## src/sv/srsw_pkg.sv

```systemverilog
// shared types, codes and constants of the selective-repeat sender window
`default_nettype none

package srsw_pkg;

  // fixed field widths
  localparam int SEQ_W       = 4;
  localparam int PAYLOAD_W   = 64;
  localparam int CMD_W       = 2;
  localparam int SPACE_REG_W = 5;
  localparam int WIN_REG_W   = 4;
  localparam int CFG_DATA_W  = 5;
  localparam int CFG_IDX_W   = 1;

  localparam int DEF_MAX_SEQ_SPACE = 16;

  // register reset values
  localparam logic [SPACE_REG_W-1:0] SEQ_SPACE_RST = 5'd8;
  localparam logic [WIN_REG_W-1:0]   WINDOW_RST    = 4'd4;

  // register indexes
  localparam logic [CFG_IDX_W-1:0] REG_SEQ_SPACE   = 1'b0;
  localparam logic [CFG_IDX_W-1:0] REG_WINDOW_SIZE = 1'b1;

  typedef enum logic [CMD_W-1:0] {
    CMD_SEND    = 2'd0,
    CMD_ACK     = 2'd1,
    CMD_TIMEOUT = 2'd2
  } cmd_e;

  // operations of the shared modular unit
  typedef enum logic {
    OP_DIST = 1'b0,
    OP_INC  = 1'b1
  } op_e;

  typedef struct packed {
    logic [CMD_W-1:0]     command;
    logic [PAYLOAD_W-1:0] payload;
    logic [SEQ_W-1:0]     seq_num;
    logic                 ack_check_ok;
  } in_item_t;

  typedef struct packed {
    logic                 accepted;
    logic                 transmit;
    logic [SEQ_W-1:0]     tx_seq;
    logic [PAYLOAD_W-1:0] tx_payload;
    logic                 timer_stop;
    logic                 timer_start;
    logic [SEQ_W-1:0]     timer_seq;
    logic                 window_full;
    logic [SEQ_W-1:0]     window_base;
    logic [SEQ_W-1:0]     next_seq;
  } out_item_t;

endpackage

`default_nettype wire

```

## src/sv/srsw_modu.sv

```systemverilog
// shared modular arithmetic unit: distance from base and wrapping increment
`default_nettype none

module srsw_modu #(
  parameter int MaxSeqSpace = srsw_pkg::DEF_MAX_SEQ_SPACE,
  localparam int IdxW = $clog2(MaxSeqSpace),
  localparam int SpW  = IdxW + 1
) (
  input  wire srsw_pkg::op_e  op_i,
  input  wire [IdxW-1:0]      a_i,
  input  wire [IdxW-1:0]      b_i,
  input  wire [SpW-1:0]       space_i,
  output logic [IdxW-1:0]     res_o
);

  logic [SpW-1:0] a_ext;
  logic [SpW-1:0] b_ext;
  logic [SpW-1:0] sum;

  always_comb begin
    a_ext = {1'b0, a_i};
    b_ext = {1'b0, b_i};
    case (op_i)
      srsw_pkg::OP_DIST: begin
        // (a - b) mod space, both operands already below space
        if (a_ext >= b_ext) begin
          sum = a_ext - b_ext;
        end else begin
          sum = a_ext + space_i - b_ext;
        end
      end
      srsw_pkg::OP_INC: begin
        sum = a_ext + {{(SpW-1){1'b0}}, 1'b1};
        if (sum == space_i) begin
          sum = '0;
        end
      end
      default: begin
        sum = '0;
      end
    endcase
    res_o = sum[IdxW-1:0];
  end

endmodule

`default_nettype wire

```

## src/sv/srsw_store.sv

```systemverilog
// acked marks and stored payloads, one entry per sequence number
`default_nettype none

module srsw_store #(
  parameter int MaxSeqSpace = srsw_pkg::DEF_MAX_SEQ_SPACE,
  localparam int IdxW = $clog2(MaxSeqSpace)
) (
  input  wire                               clk_i,
  input  wire                               rst_ni,
  input  wire                               mark_we_i,
  input  wire [IdxW-1:0]                    mark_idx_i,
  input  wire                               mark_val_i,
  input  wire [IdxW-1:0]                    seq_idx_i,
  input  wire [IdxW-1:0]                    base_idx_i,
  output logic                              mark_seq_o,
  output logic                              mark_base_o,
  input  wire                               mem_we_i,
  input  wire [IdxW-1:0]                    mem_waddr_i,
  input  wire [srsw_pkg::PAYLOAD_W-1:0]     mem_wdata_i,
  input  wire                               mem_re_i,
  input  wire [IdxW-1:0]                    mem_raddr_i,
  output logic [srsw_pkg::PAYLOAD_W-1:0]    mem_rdata_o
);

  logic [MaxSeqSpace-1:0]             marks_q;
  logic [srsw_pkg::PAYLOAD_W-1:0]     mem_q [MaxSeqSpace];
  logic [srsw_pkg::PAYLOAD_W-1:0]     rdata_q;

  always_ff @(posedge clk_i or negedge rst_ni) begin
    if (!rst_ni) begin
      marks_q <= '0;
    end else if (mark_we_i) begin
      marks_q[mark_idx_i] <= mark_val_i;
    end
  end

  always_comb begin
    mark_seq_o  = marks_q[seq_idx_i];
    mark_base_o = marks_q[base_idx_i];
  end

  // payload memory, no reset
  always_ff @(posedge clk_i) begin
    if (mem_we_i) begin
      mem_q[mem_waddr_i] <= mem_wdata_i;
    end
    if (mem_re_i) begin
      rdata_q <= mem_q[mem_raddr_i];
    end
  end

  assign mem_rdata_o = rdata_q;

endmodule

`default_nettype wire

```

## src/sv/srsw_ctrl.sv

```systemverilog
// sequencer: window registers, command decode and mark slide
`default_nettype none

module srsw_ctrl #(
  parameter int MaxSeqSpace = srsw_pkg::DEF_MAX_SEQ_SPACE,
  localparam int IdxW = $clog2(MaxSeqSpace),
  localparam int SpW  = IdxW + 1
) (
  input  wire                               clk_i,
  input  wire                               rst_ni,
  input  wire                               in_valid_i,
  output logic                              in_ready_o,
  input  wire srsw_pkg::in_item_t           in_item_i,
  input  wire [SpW-1:0]                     space_i,
  input  wire [IdxW-1:0]                    win_i,
  input  wire                               cfg_space_we_i,
  input  wire [SpW-1:0]                     cfg_space_i,
  input  wire                               out_free_i,
  output logic                              done_o,
  output srsw_pkg::out_item_t               res_o,
  output srsw_pkg::op_e                     unit_op_o,
  output logic [IdxW-1:0]                   unit_a_o,
  output logic [IdxW-1:0]                   unit_b_o,
  input  wire [IdxW-1:0]                    unit_res_i,
  output logic                              mark_we_o,
  output logic [IdxW-1:0]                   mark_idx_o,
  output logic                              mark_val_o,
  output logic [IdxW-1:0]                   seq_idx_o,
  output logic [IdxW-1:0]                   base_idx_o,
  input  wire                               mark_seq_i,
  input  wire                               mark_base_i,
  output logic                              mem_we_o,
  output logic [IdxW-1:0]                   mem_waddr_o,
  output logic [srsw_pkg::PAYLOAD_W-1:0]    mem_wdata_o,
  output logic                              mem_re_o,
  output logic [IdxW-1:0]                   mem_raddr_o,
  input  wire [srsw_pkg::PAYLOAD_W-1:0]     mem_rdata_i
);

  localparam int SeqW = srsw_pkg::SEQ_W;

  typedef enum logic [2:0] {
    ST_IDLE,
    ST_COUNT,
    ST_SDIST,
    ST_EXEC,
    ST_SLIDE,
    ST_READ,
    ST_FIN
  } state_e;

  state_e                          state_q;
  logic [srsw_pkg::CMD_W-1:0]      cmd_q;
  logic [srsw_pkg::PAYLOAD_W-1:0]  payload_q;
  logic [SeqW-1:0]                 seq_q;
  logic                            chk_q;
  logic [IdxW-1:0]                 base_q;
  logic [IdxW-1:0]                 next_q;
  logic                            waiting_q;
  logic [IdxW-1:0]                 count_q;
  logic [IdxW-1:0]                 sdist_q;
  logic                            acc_q;
  logic                            tx_q;
  logic [IdxW-1:0]                 tx_seq_q;
  logic [srsw_pkg::PAYLOAD_W-1:0]  tx_pay_q;
  logic                            t_stop_q;
  logic                            t_start_q;
  logic [IdxW-1:0]                 t_seq_q;

  logic            seq_in_space;
  logic [IdxW-1:0] seq_idx;
  logic            send_ok;
  logic            ack_ok;
  logic            tmo_ok;
  logic            full_after;

  // remainder by compare and subtract, one bit a step
  function automatic logic [IdxW-1:0] rem_f(input logic [IdxW-1:0] v,
                                            input logic [SpW-1:0] d);
    logic [SpW:0] r;
    r = '0;
    for (int i = IdxW - 1; i >= 0; i--) begin
      r = {r[SpW-1:0], v[i]};
      if (r >= {1'b0, d}) begin
        r = r - {1'b0, d};
      end
    end
    return r[IdxW-1:0];
  endfunction

  always_comb begin
    seq_in_space = 32'(seq_q) < 32'(space_i);
    seq_idx      = IdxW'(seq_q);
    send_ok      = (cmd_q == srsw_pkg::CMD_SEND) && !waiting_q && (count_q < win_i);
    ack_ok       = (cmd_q == srsw_pkg::CMD_ACK) && chk_q && seq_in_space &&
                   (sdist_q < count_q) && !mark_seq_i;
    tmo_ok       = (cmd_q == srsw_pkg::CMD_TIMEOUT) && seq_in_space && (sdist_q < count_q);
    full_after   = ({1'b0, count_q} + {{IdxW{1'b0}}, 1'b1}) >= {1'b0, win_i};

    case (state_q)
      ST_COUNT: begin
        unit_op_o = srsw_pkg::OP_DIST;
        unit_a_o  = next_q;
      end
      ST_SDIST: begin
        unit_op_o = srsw_pkg::OP_DIST;
        unit_a_o  = seq_idx;
      end
      ST_EXEC: begin
        unit_op_o = srsw_pkg::OP_INC;
        unit_a_o  = next_q;
      end
      ST_SLIDE: begin
        unit_op_o = srsw_pkg::OP_INC;
        unit_a_o  = base_q;
      end
      default: begin
        unit_op_o = srsw_pkg::OP_DIST;
        unit_a_o  = next_q;
      end
    endcase
    unit_b_o = base_q;

    mark_we_o  = ((state_q == ST_EXEC) && (send_ok || ack_ok)) ||
                 ((state_q == ST_SLIDE) && mark_base_i);
    mark_idx_o = (state_q == ST_EXEC) ? (send_ok ? next_q : seq_idx) : base_q;
    mark_val_o = (state_q == ST_EXEC) && (cmd_q == srsw_pkg::CMD_ACK);
    seq_idx_o  = seq_idx;
    base_idx_o = base_q;

    mem_we_o    = (state_q == ST_EXEC) && send_ok;
    mem_waddr_o = next_q;
    mem_wdata_o = payload_q;
    mem_re_o    = (state_q == ST_EXEC) && tmo_ok;
    mem_raddr_o = seq_idx;

    in_ready_o = (state_q == ST_IDLE);
    done_o     = (state_q == ST_FIN) && out_free_i;

    res_o.accepted    = acc_q;
    res_o.transmit    = tx_q;
    res_o.tx_seq      = SeqW'(tx_seq_q);
    res_o.tx_payload  = tx_pay_q;
    res_o.timer_stop  = t_stop_q;
    res_o.timer_start = t_start_q;
    res_o.timer_seq   = SeqW'(t_seq_q);
    res_o.window_full = waiting_q;
    res_o.window_base = SeqW'(base_q);
    res_o.next_seq    = SeqW'(next_q);
  end

  always_ff @(posedge clk_i or negedge rst_ni) begin
    if (!rst_ni) begin
      state_q   <= ST_IDLE;
      cmd_q     <= '0;
      payload_q <= '0;
      seq_q     <= '0;
      chk_q     <= 1'b0;
      base_q    <= '0;
      next_q    <= '0;
      waiting_q <= 1'b0;
      count_q   <= '0;
      sdist_q   <= '0;
      acc_q     <= 1'b0;
      tx_q      <= 1'b0;
      tx_seq_q  <= '0;
      tx_pay_q  <= '0;
      t_stop_q  <= 1'b0;
      t_start_q <= 1'b0;
      t_seq_q   <= '0;
    end else begin
      case (state_q)
        ST_IDLE: begin
          if (in_valid_i) begin
            cmd_q     <= in_item_i.command;
            payload_q <= in_item_i.payload;
            seq_q     <= in_item_i.seq_num;
            chk_q     <= in_item_i.ack_check_ok;
            acc_q     <= 1'b0;
            tx_q      <= 1'b0;
            tx_seq_q  <= '0;
            tx_pay_q  <= '0;
            t_stop_q  <= 1'b0;
            t_start_q <= 1'b0;
            t_seq_q   <= '0;
            state_q   <= ST_COUNT;
          end
        end
        ST_COUNT: begin
          count_q <= unit_res_i;
          state_q <= (cmd_q == srsw_pkg::CMD_SEND) ? ST_EXEC : ST_SDIST;
        end
        ST_SDIST: begin
          sdist_q <= unit_res_i;
          state_q <= ST_EXEC;
        end
        ST_EXEC: begin
          case (cmd_q)
            srsw_pkg::CMD_SEND: begin
              state_q <= ST_FIN;
              if (send_ok) begin
                acc_q     <= 1'b1;
                tx_q      <= 1'b1;
                tx_seq_q  <= next_q;
                tx_pay_q  <= payload_q;
                t_start_q <= 1'b1;
                t_seq_q   <= next_q;
                next_q    <= unit_res_i;
                waiting_q <= full_after;
              end
            end
            srsw_pkg::CMD_ACK: begin
              if (ack_ok) begin
                t_stop_q <= 1'b1;
                t_seq_q  <= seq_idx;
                state_q  <= ST_SLIDE;
              end else begin
                state_q <= ST_FIN;
              end
            end
            srsw_pkg::CMD_TIMEOUT: begin
              if (tmo_ok) begin
                tx_q      <= 1'b1;
                tx_seq_q  <= seq_idx;
                t_stop_q  <= 1'b1;
                t_start_q <= 1'b1;
                t_seq_q   <= seq_idx;
                state_q   <= ST_READ;
              end else begin
                state_q <= ST_FIN;
              end
            end
            default: begin
              state_q <= ST_FIN;
            end
          endcase
        end
        ST_SLIDE: begin
          // one marked number slid over per cycle
          if (mark_base_i) begin
            base_q    <= unit_res_i;
            waiting_q <= 1'b0;
          end else begin
            state_q <= ST_FIN;
          end
        end
        ST_READ: begin
          tx_pay_q <= mem_rdata_i;
          state_q  <= ST_FIN;
        end
        ST_FIN: begin
          if (out_free_i) begin
            state_q <= ST_IDLE;
          end
        end
        default: begin
          state_q <= ST_IDLE;
        end
      endcase
      if (cfg_space_we_i) begin
        base_q <= rem_f(base_q, cfg_space_i);
        next_q <= rem_f(next_q, cfg_space_i);
      end
    end
  end

  a_window_in_space: assert property (@(posedge clk_i) disable iff (!rst_ni)
    ({1'b0, base_q} < space_i) && ({1'b0, next_q} < space_i))
    else $error("window pointer at or above sequence space");

  a_send_advances: assert property (@(posedge clk_i) disable iff (!rst_ni)
    (state_q == ST_EXEC && send_ok && !cfg_space_we_i) |=> (next_q != $past(next_q)))
    else $error("accepted send did not advance next number");

  a_full_clears_on_slide: assert property (@(posedge clk_i) disable iff (!rst_ni)
    $fell(waiting_q) |-> ($past(state_q) == ST_SLIDE))
    else $error("window full cleared outside a slide");

  a_read_issued: assert property (@(posedge clk_i) disable iff (!rst_ni)
    (state_q == ST_READ) |-> $past(mem_re_o))
    else $error("resend without a payload read");

endmodule

`default_nettype wire

```

## src/sv/selective_repeat_sender_window_core.sv

```systemverilog
// top level of the selective-repeat sender window
`default_nettype none

// Sender side of a selective-repeat ARQ scheme. Each transfer on the input
// channel carries one command (send, ack arrived, timer expired) and gives
// exactly one result transfer with the transmit, timer and window status.
// The block works on one item at a time and is not ready meanwhile; a
// finished result waits in an output register, so the next item is taken
// while it is still pending. Each item steps through a count of the
// outstanding numbers, for an ack or timeout the distance of its number
// from the base, the execute step, then the slide over marked numbers for
// a taken ack or the payload read for a resend, and the result hand-off.
// The shared modular unit does one distance or wrapping increment per
// cycle, the slide walks one mark per cycle, and the payload memory has a
// registered read port, used on a resend. Configuration writes take
// effect at once, and a sequence-space write reduces the window pointers
// to the new sequence space; they belong to times when the block is idle.
// There is no clearing pass after reset: marks live in flip-flops and the
// payload store is only read at numbers that have been sent.
module selective_repeat_sender_window_core #(
  parameter int MaxSeqSpace = srsw_pkg::DEF_MAX_SEQ_SPACE
) (
  input  wire                                clk_i,
  input  wire                                rst_ni,
  // command channel
  input  wire                                in_valid_i,
  output logic                               in_ready_o,
  input  wire srsw_pkg::in_item_t            in_item_i,
  // result channel
  output logic                               out_valid_o,
  input  wire                                out_ready_i,
  output srsw_pkg::out_item_t                out_item_o,
  // register write port
  input  wire                                cfg_we_i,
  input  wire [srsw_pkg::CFG_IDX_W-1:0]      cfg_idx_i,
  input  wire [srsw_pkg::CFG_DATA_W-1:0]     cfg_wdata_i
);

  localparam int IdxW = $clog2(MaxSeqSpace);
  localparam int SpW  = IdxW + 1;

  // configuration registers, raw as written
  logic [srsw_pkg::SPACE_REG_W-1:0] seq_space_q;
  logic [srsw_pkg::WIN_REG_W-1:0]   window_q;

  // effective values after clamping
  logic [SpW-1:0]  space;
  logic [IdxW-1:0] win;
  logic            cfg_space_we;
  logic [SpW-1:0]  cfg_space;

  // result register between the sequencer and the output channel
  logic                out_valid_q;
  srsw_pkg::out_item_t out_item_q;
  logic                out_free;

  // sequencer to shared unit and store
  srsw_pkg::out_item_t            res;
  logic                           done;
  srsw_pkg::op_e                  unit_op;
  logic [IdxW-1:0]                unit_a;
  logic [IdxW-1:0]                unit_b;
  logic [IdxW-1:0]                unit_res;
  logic                           mark_we;
  logic [IdxW-1:0]                mark_idx;
  logic                           mark_val;
  logic [IdxW-1:0]                seq_idx;
  logic [IdxW-1:0]                base_idx;
  logic                           mark_seq;
  logic                           mark_base;
  logic                           mem_we;
  logic [IdxW-1:0]                mem_waddr;
  logic [srsw_pkg::PAYLOAD_W-1:0] mem_wdata;
  logic                           mem_re;
  logic [IdxW-1:0]                mem_raddr;
  logic [srsw_pkg::PAYLOAD_W-1:0] mem_rdata;

  // sequence space clamped to [2, MaxSeqSpace]
  function automatic logic [SpW-1:0] clamp_space(
      input logic [srsw_pkg::SPACE_REG_W-1:0] raw);
    logic [31:0] s;
    s = 32'(raw);
    if (s < 32'd2) begin
      s = 32'd2;
    end else if (s > 32'(MaxSeqSpace)) begin
      s = 32'(MaxSeqSpace);
    end
    return SpW'(s);
  endfunction

  always_comb begin
    logic [31:0] w;
    space = clamp_space(seq_space_q);
    // window clamped to [1, space - 1]
    w = 32'(window_q);
    if (w < 32'd1) begin
      w = 32'd1;
    end
    if (w > 32'(space) - 32'd1) begin
      w = 32'(space) - 32'd1;
    end
    win = IdxW'(w);
    cfg_space_we = cfg_we_i && (cfg_idx_i == srsw_pkg::REG_SEQ_SPACE);
    cfg_space    = clamp_space(cfg_wdata_i[srsw_pkg::SPACE_REG_W-1:0]);
  end

  always_ff @(posedge clk_i or negedge rst_ni) begin
    if (!rst_ni) begin
      seq_space_q <= srsw_pkg::SEQ_SPACE_RST;
      window_q    <= srsw_pkg::WINDOW_RST;
    end else if (cfg_we_i) begin
      case (cfg_idx_i)
        srsw_pkg::REG_SEQ_SPACE: begin
          seq_space_q <= cfg_wdata_i[srsw_pkg::SPACE_REG_W-1:0];
        end
        srsw_pkg::REG_WINDOW_SIZE: begin
          window_q <= cfg_wdata_i[srsw_pkg::WIN_REG_W-1:0];
        end
        default: begin
          window_q <= window_q;
        end
      endcase
    end
  end

  // output register: a new result is loaded when the slot is empty or
  // being taken in the same cycle
  assign out_free = !out_valid_q || out_ready_i;

  always_ff @(posedge clk_i or negedge rst_ni) begin
    if (!rst_ni) begin
      out_valid_q <= 1'b0;
    end else if (done) begin
      out_valid_q <= 1'b1;
    end else if (out_ready_i) begin
      out_valid_q <= 1'b0;
    end
  end

  always_ff @(posedge clk_i) begin
    if (done) begin
      out_item_q <= res;
    end
  end

  assign out_valid_o = out_valid_q;
  assign out_item_o  = out_item_q;

  srsw_ctrl #(
    .MaxSeqSpace (MaxSeqSpace)
  ) u_ctrl (
    .clk_i          (clk_i),
    .rst_ni         (rst_ni),
    .in_valid_i     (in_valid_i),
    .in_ready_o     (in_ready_o),
    .in_item_i      (in_item_i),
    .space_i        (space),
    .win_i          (win),
    .cfg_space_we_i (cfg_space_we),
    .cfg_space_i    (cfg_space),
    .out_free_i     (out_free),
    .done_o         (done),
    .res_o          (res),
    .unit_op_o      (unit_op),
    .unit_a_o       (unit_a),
    .unit_b_o       (unit_b),
    .unit_res_i     (unit_res),
    .mark_we_o      (mark_we),
    .mark_idx_o     (mark_idx),
    .mark_val_o     (mark_val),
    .seq_idx_o      (seq_idx),
    .base_idx_o     (base_idx),
    .mark_seq_i     (mark_seq),
    .mark_base_i    (mark_base),
    .mem_we_o       (mem_we),
    .mem_waddr_o    (mem_waddr),
    .mem_wdata_o    (mem_wdata),
    .mem_re_o       (mem_re),
    .mem_raddr_o    (mem_raddr),
    .mem_rdata_i    (mem_rdata)
  );

  // one modular unit shared by the count, distance, execute and slide steps of the sequencer
  srsw_modu #(
    .MaxSeqSpace (MaxSeqSpace)
  ) u_modu (
    .op_i    (unit_op),
    .a_i     (unit_a),
    .b_i     (unit_b),
    .space_i (space),
    .res_o   (unit_res)
  );

  srsw_store #(
    .MaxSeqSpace (MaxSeqSpace)
  ) u_store (
    .clk_i       (clk_i),
    .rst_ni      (rst_ni),
    .mark_we_i   (mark_we),
    .mark_idx_i  (mark_idx),
    .mark_val_i  (mark_val),
    .seq_idx_i   (seq_idx),
    .base_idx_i  (base_idx),
    .mark_seq_o  (mark_seq),
    .mark_base_o (mark_base),
    .mem_we_i    (mem_we),
    .mem_waddr_i (mem_waddr),
    .mem_wdata_i (mem_wdata),
    .mem_re_i    (mem_re),
    .mem_raddr_i (mem_raddr),
    .mem_rdata_o (mem_rdata)
  );

endmodule

`default_nettype wire

```

## config.mk

```make
export PLATFORM = sky130hd
export DESIGN_NAME = selective_repeat_sender_window_core
export DESIGN_NICKNAME = d
export VERILOG_FILES = /design/src/sv/srsw_pkg.sv /design/src/sv/srsw_modu.sv /design/src/sv/srsw_store.sv /design/src/sv/srsw_ctrl.sv /design/src/sv/selective_repeat_sender_window_core.sv
export SDC_FILE = /design/constraint.sdc
export NUM_CORES = 1
export LEC_CHECK = 0
export CAP_MARGIN = 20
export CELL_PAD_IN_SITES_DETAIL_PLACEMENT = 0
export CELL_PAD_IN_SITES_GLOBAL_PLACEMENT = 1
export CORE_UTILIZATION = 35
export CTS_CLUSTER_SIZE = 14
export DETAILED_ROUTE_END_ITERATION = 8
export DONT_BUFFER_PORTS = 1
export PLACE_DENSITY_LB_ADDON = 0.1
export SLEW_MARGIN = 30
export SYNTH_ARGS = -nofsm -noshare
export SYNTH_HDL_FRONTEND = slang
export SYNTH_SLANG_ARGS = --single-unit
```

## constraint.sdc

```tcl
create_clock -name clk_i -period 14.4 [get_ports clk_i]
set_clock_uncertainty 0.2 [all_clocks]
set_input_delay 2.16 -clock clk_i [delete_from_list [all_inputs] [get_ports clk_i]]
set_output_delay 2.16 -clock clk_i [all_outputs]
set_load 0.02 [all_outputs]
```

==> impl_metrics.prom <==
# TYPE chip_impl_metric gauge
chip_impl_info{name="status",value="complete, no violations"} 1
chip_impl_metric{name="place_hpwl",unit="um"} 76500
chip_impl_metric{name="grt_overflow",unit=""} 0
chip_impl_metric{name="drc_errors",unit=""} 0
chip_impl_metric{name="total_switching_power",unit="uW"} 3950
chip_impl_info{name="critical_path.reg2reg.startpoint",value="seq_space_q[3]$_DFFE_PN1P_"} 1
chip_impl_metric{name="hold_slack",unit="ns"} 0.248
chip_impl_metric{name="antenna_violating_nets_post_route",unit=""} 0
chip_impl_metric{name="initial_antenna_violation_count",unit=""} 3
chip_impl_metric{name="gp_congestion",unit=""} 0.758
chip_impl_metric{name="cts-resized-gates",unit=""} 0
chip_impl_metric{name="ys_seq_elements",unit=""} 1364
chip_impl_info{name="rsz0062_at_grt",value="false"} 1
chip_impl_metric{name="synth_cell_types",unit=""} 74
chip_impl_metric{name="clkLatencyLatePin",unit="ns"} 0.76
chip_impl_metric{name="async_reset_ff_frac",unit=""} 0.141
chip_impl_metric{name="final_min_period_over_clock_period",unit=""} 0.536
chip_impl_metric{name="grt_pass1_vias",unit=""} 28400
chip_impl_info{name="setup_cp_type",value="primary input to flop"} 1
chip_impl_metric{name="p_clk_frac",unit=""} 0.307
chip_impl_metric{name="initial_core_utilization",unit=""} 0.353
chip_impl_info{name="worst_setup_path_startpoint",value="cfg_wdata_i[4]"} 1
chip_impl_metric{name="timing.reg2reg.setup_slack",unit="ns"} 7.27
chip_impl_metric{name="fp-row-count",unit=""} 143
chip_impl_metric{name="slew_violations",unit=""} 0
chip_impl_metric{name="io_pins",unit=""} 169
chip_impl_metric{name="grt_max_degree",unit=""} 193
chip_impl_info{name="cts_tree",value="yes"} 1
chip_impl_metric{name="cts_hold_buf",unit=""} 0
chip_impl_metric{name="holdPathStages",unit=""} 0
chip_impl_metric{name="tns",unit="ns"} 0
chip_impl_metric{name="fmax",unit="MHz"} 130
chip_impl_metric{name="max-cap-violations",unit=""} 0
chip_impl_metric{name="switching_share",unit=""} 0.311
chip_impl_metric{name="avgViaCountPerCell",unit=""} 5.31
chip_impl_metric{name="worstPathArrival",unit="ns"} 8.21
chip_impl_metric{name="fp.dieArea",unit="um2"} 155000
chip_impl_metric{name="htree_levels",unit=""} 4
chip_impl_metric{name="synthesis.area_per_instance",unit="um2"} 19.6
chip_impl_metric{name="cts.sinks",unit=""} 1364
chip_impl_metric{name="finish.net_count",unit=""} 2977
chip_impl_metric{name="fillerInstances",unit=""} 13600
chip_impl_metric{name="ys.warnings.count",unit=""} 0
chip_impl_info{name="final_common_cell",value="edfxtp_1"} 1
chip_impl_metric{name="p_seq_frac",unit=""} 0.455
chip_impl_metric{name="die_h",unit="um"} 394
chip_impl_metric{name="layout-drive-gt1-share",unit=""} 0.224
chip_impl_metric{name="finalHoldViolations",unit=""} 0
chip_impl_metric{name="timing.max_slew.rel_slack",unit=""} 0.289
chip_impl_metric{name="reg2reg_depth",unit=""} 21
chip_impl_metric{name="port_buffers",unit=""} 0
chip_impl_info{name="r2r_end",value="u_store.mem_q[2][11]$_DFFE_PP_"} 1
chip_impl_metric{name="worst_slew_pin_slew",unit="ns"} 1.07
chip_impl_info{name="timing.critical_path.to_type",value="flop"} 1
chip_impl_metric{name="detail_route.iter0.violations",unit=""} 1895
chip_impl_info{name="clk_root_buffer_cell",value="clkbuf_16"} 1
chip_impl_metric{name="setup_viol",unit=""} 0
chip_impl_info{name="critPathLaunchType",value="primary input"} 1
chip_impl_info{name="worst_hold_class",value="flop to flop"} 1
chip_impl_metric{name="layout-area-overhead-vs-synth",unit="%"} 14.3
chip_impl_metric{name="power.ir.vdd_worst",unit="mV"} 0.160
chip_impl_metric{name="leakage",unit="uW"} 0.0210
chip_impl_metric{name="power_frac_comb",unit=""} 0.238
chip_impl_metric{name="number_of_instances_in_the_synthesized_netlist",unit=""} 2749
chip_impl_metric{name="mappedNetlistArea",unit="um2"} 53900
chip_impl_metric{name="fp.dieW",unit="um"} 394
chip_impl_metric{name="timing.final.ws_setup",unit="ns"} 6.69
chip_impl_metric{name="p_int",unit="uW"} 8750
chip_impl_metric{name="global_route.usage.total",unit=""} 0.186
chip_impl_metric{name="drt_total_wl",unit="um"} 143000
chip_impl_metric{name="worst-endpoint-required",unit="ns"} 14.90
chip_impl_metric{name="route.detailed.wl_per_inst",unit="um"} 28.7
chip_impl_info{name="synth_flop_cell",value="edfxtp_1"} 1
chip_impl_info{name="worstHoldStart",value="u_ctrl.t_seq_q[0]$_DFFE_PN0P_"} 1
chip_impl_metric{name="synth_sequential_area_ratio",unit=""} 0.743
chip_impl_metric{name="drtPass1Iterations",unit=""} 5
chip_impl_metric{name="grt_pass1_wl",unit="um"} 208000
chip_impl_metric{name="vias",unit=""} 26400
chip_impl_metric{name="clk_pin_slew",unit="ns"} 0.06
chip_impl_metric{name="synth_enable_flop_cells",unit=""} 1172
chip_impl_metric{name="cts-root-to-sink-buffers",unit=""} 3
chip_impl_info{name="layout.cells.most_common_list",value="edfxtp_1 (1172), mux4_2 (327), nand2_1 (261), dfrtp_1 (186), clkbuf_16 (157)"} 1
chip_impl_info{name="hold_end",value="out_item_o[9]$_DFFE_PP_"} 1
chip_impl_metric{name="min_period",unit="ns"} 7.71
chip_impl_metric{name="crit_path_max_fanout",unit=""} 11
chip_impl_metric{name="fp.coreArea",unit="um2"} 152000
chip_impl_metric{name="dp_worst_setup_slack",unit="ns"} 5.82
chip_impl_metric{name="power_per_cell_area",unit="nW/um2"} 206
chip_impl_metric{name="post_cts.repair.setup_buffers",unit=""} 0
chip_impl_metric{name="cts_buffers",unit=""} 154
-- through the flow --
stage | utilization | instance area, um2 | instances | power (uW)
after floorplan | - | 53900 | 2754 | 7810
after global placement | 0.370 | 56500 | 4696 | 8900
after detailed placement | 0.371 | 56500 | 4697 | 8970
after CTS | 0.404 | 61500 | 4978 | 12900
after global routing | 0.404 | 61600 | 4979 | 13300
final | 0.404 | 61600 | 4981 | 12700
-- logic make-up (layout without fill, tap and decap cells) --
kind of cell | after synthesis | in the layout | synth area share
simple gates | 484 | 484 | 0.0406
mux | 387 | 387 | 0.150
buf+inv | 196 | 391 | 0.0141
other cells | 1 | 8 | 0.0000696
flops | 1364 | 1364 | 0.743
compound gates | 219 | 219 | 0.0309
fa+ha+maj | 71 | 71 | 0.0179
xor+xnor | 27 | 27 | 0.00439
-- worst max-delay path: stages --
cell      delay, ns
inv_1          0.32
o311a_1        0.50
ha_1           0.27
fa_1           0.22
nor2b_1        0.07
o21a_1         0.19
o32a_1         0.44
a21oi_1        0.28
ha_1           0.33
nor2b_1        0.15
o21ai_0        0.28
a31oi_1        0.16
a311oi_2       0.56
mux2i_1        0.27
fa_1           0.48
a21o_1         0.16
a21oi_1        0.12
o21ai_0        0.14
a31o_1         0.20
mux2i_1        0.47
nor2_1         0.11
mux2i_1        0.18
o31a_1         0.14
-- cell type report --
cell class              instances  area [um2]  share of cell area
diodes                          2        5.00           0.0000813
clock buffers                 204        4190              0.0680
clock inverters                77         820              0.0133
inverters                      44         165             0.00268
multi-input cells            1194       13300               0.216
flip-flops and latches       1364       40000               0.650
well taps                    2030        2540              0.0413
repair buffers                 66         559             0.00909
-- power by group through the flow --
stage	combinational, uW	sequential, uW	clock (uW)
final	3020	5780	3890
after global routing	3320	5870	4140
after CTS	3090	5810	4010
after detailed placement	3080	5890	0
after global placement	3060	5840	0
after floorplan	2330	5480	0
-- worst max-delay path by stage --
stage,endpoint,slack [ns],cells after the start
after floorplan,u_store.mem_q[12][0]$_DFFE_PP_,3.55,18
after global routing,u_ctrl.base_idx_o[2]$_DFFE_PN0P_,6.19,23
after CTS,u_ctrl.mem_waddr_o[3]$_DFFE_PN0P_,6.63,25
final,u_ctrl.base_idx_o[0]$_DFFE_PN0P_,6.69,23
after global placement,u_ctrl.mem_waddr_o[3]$_DFFE_PN0P_,5.85,25
after detailed placement,u_ctrl.mem_waddr_o[3]$_DFFE_PN0P_,5.82,25
-- registers in the layout, summed over array words and instances (netlist names), 2 cells and up --
name	count
u_ctrl.mem_wdata_o	64
u_ctrl.base_idx_o	4
seq_space_q	5
u_ctrl.tx_seq_q	4
u_store.marks_q	16
u_store.mem_rdata_o	64
u_ctrl.t_seq_q	4
u_ctrl.tx_pay_q	64
u_ctrl.mem_waddr_o	4
u_ctrl.cmd_q	2
u_ctrl.mem_raddr_o	4
out_item_o	84
u_ctrl.count_q	4
window_q	4
u_ctrl.sdist_q	4
u_store.mem_q	1024
u_ctrl.state_q	3
-- per-layer routing --
layer  wire, um  vias to the layer above  global-route usage
li1           -                    11300                   -
met5          9                        -                   0
met1      62300                    14400               0.249
met4       3010                        2              0.0500
met3       5620                      186              0.0286
met2      72200                      601               0.315
-- synth_stat cells, drive strengths merged (13+ instances only) --
cell type	number	area [um2]
buf	37	160
nand3	27	135
nand2	262	983
xnor2	13	114
dfrtp	190	4750
and3	68	425
clkbuf	115	432
mux4	330	7440
xor2	14	123
ha	61	763
inv	44	165
a21o	14	105
a21oi	44	224
edfxtp	1172	35200
nor2	60	225
mux2	34	383
o21ai	38	190
nor3	18	90.1
a221o	64	641
mux2i	23	230
No activity file was read; power rests on OpenSTA's default activity.
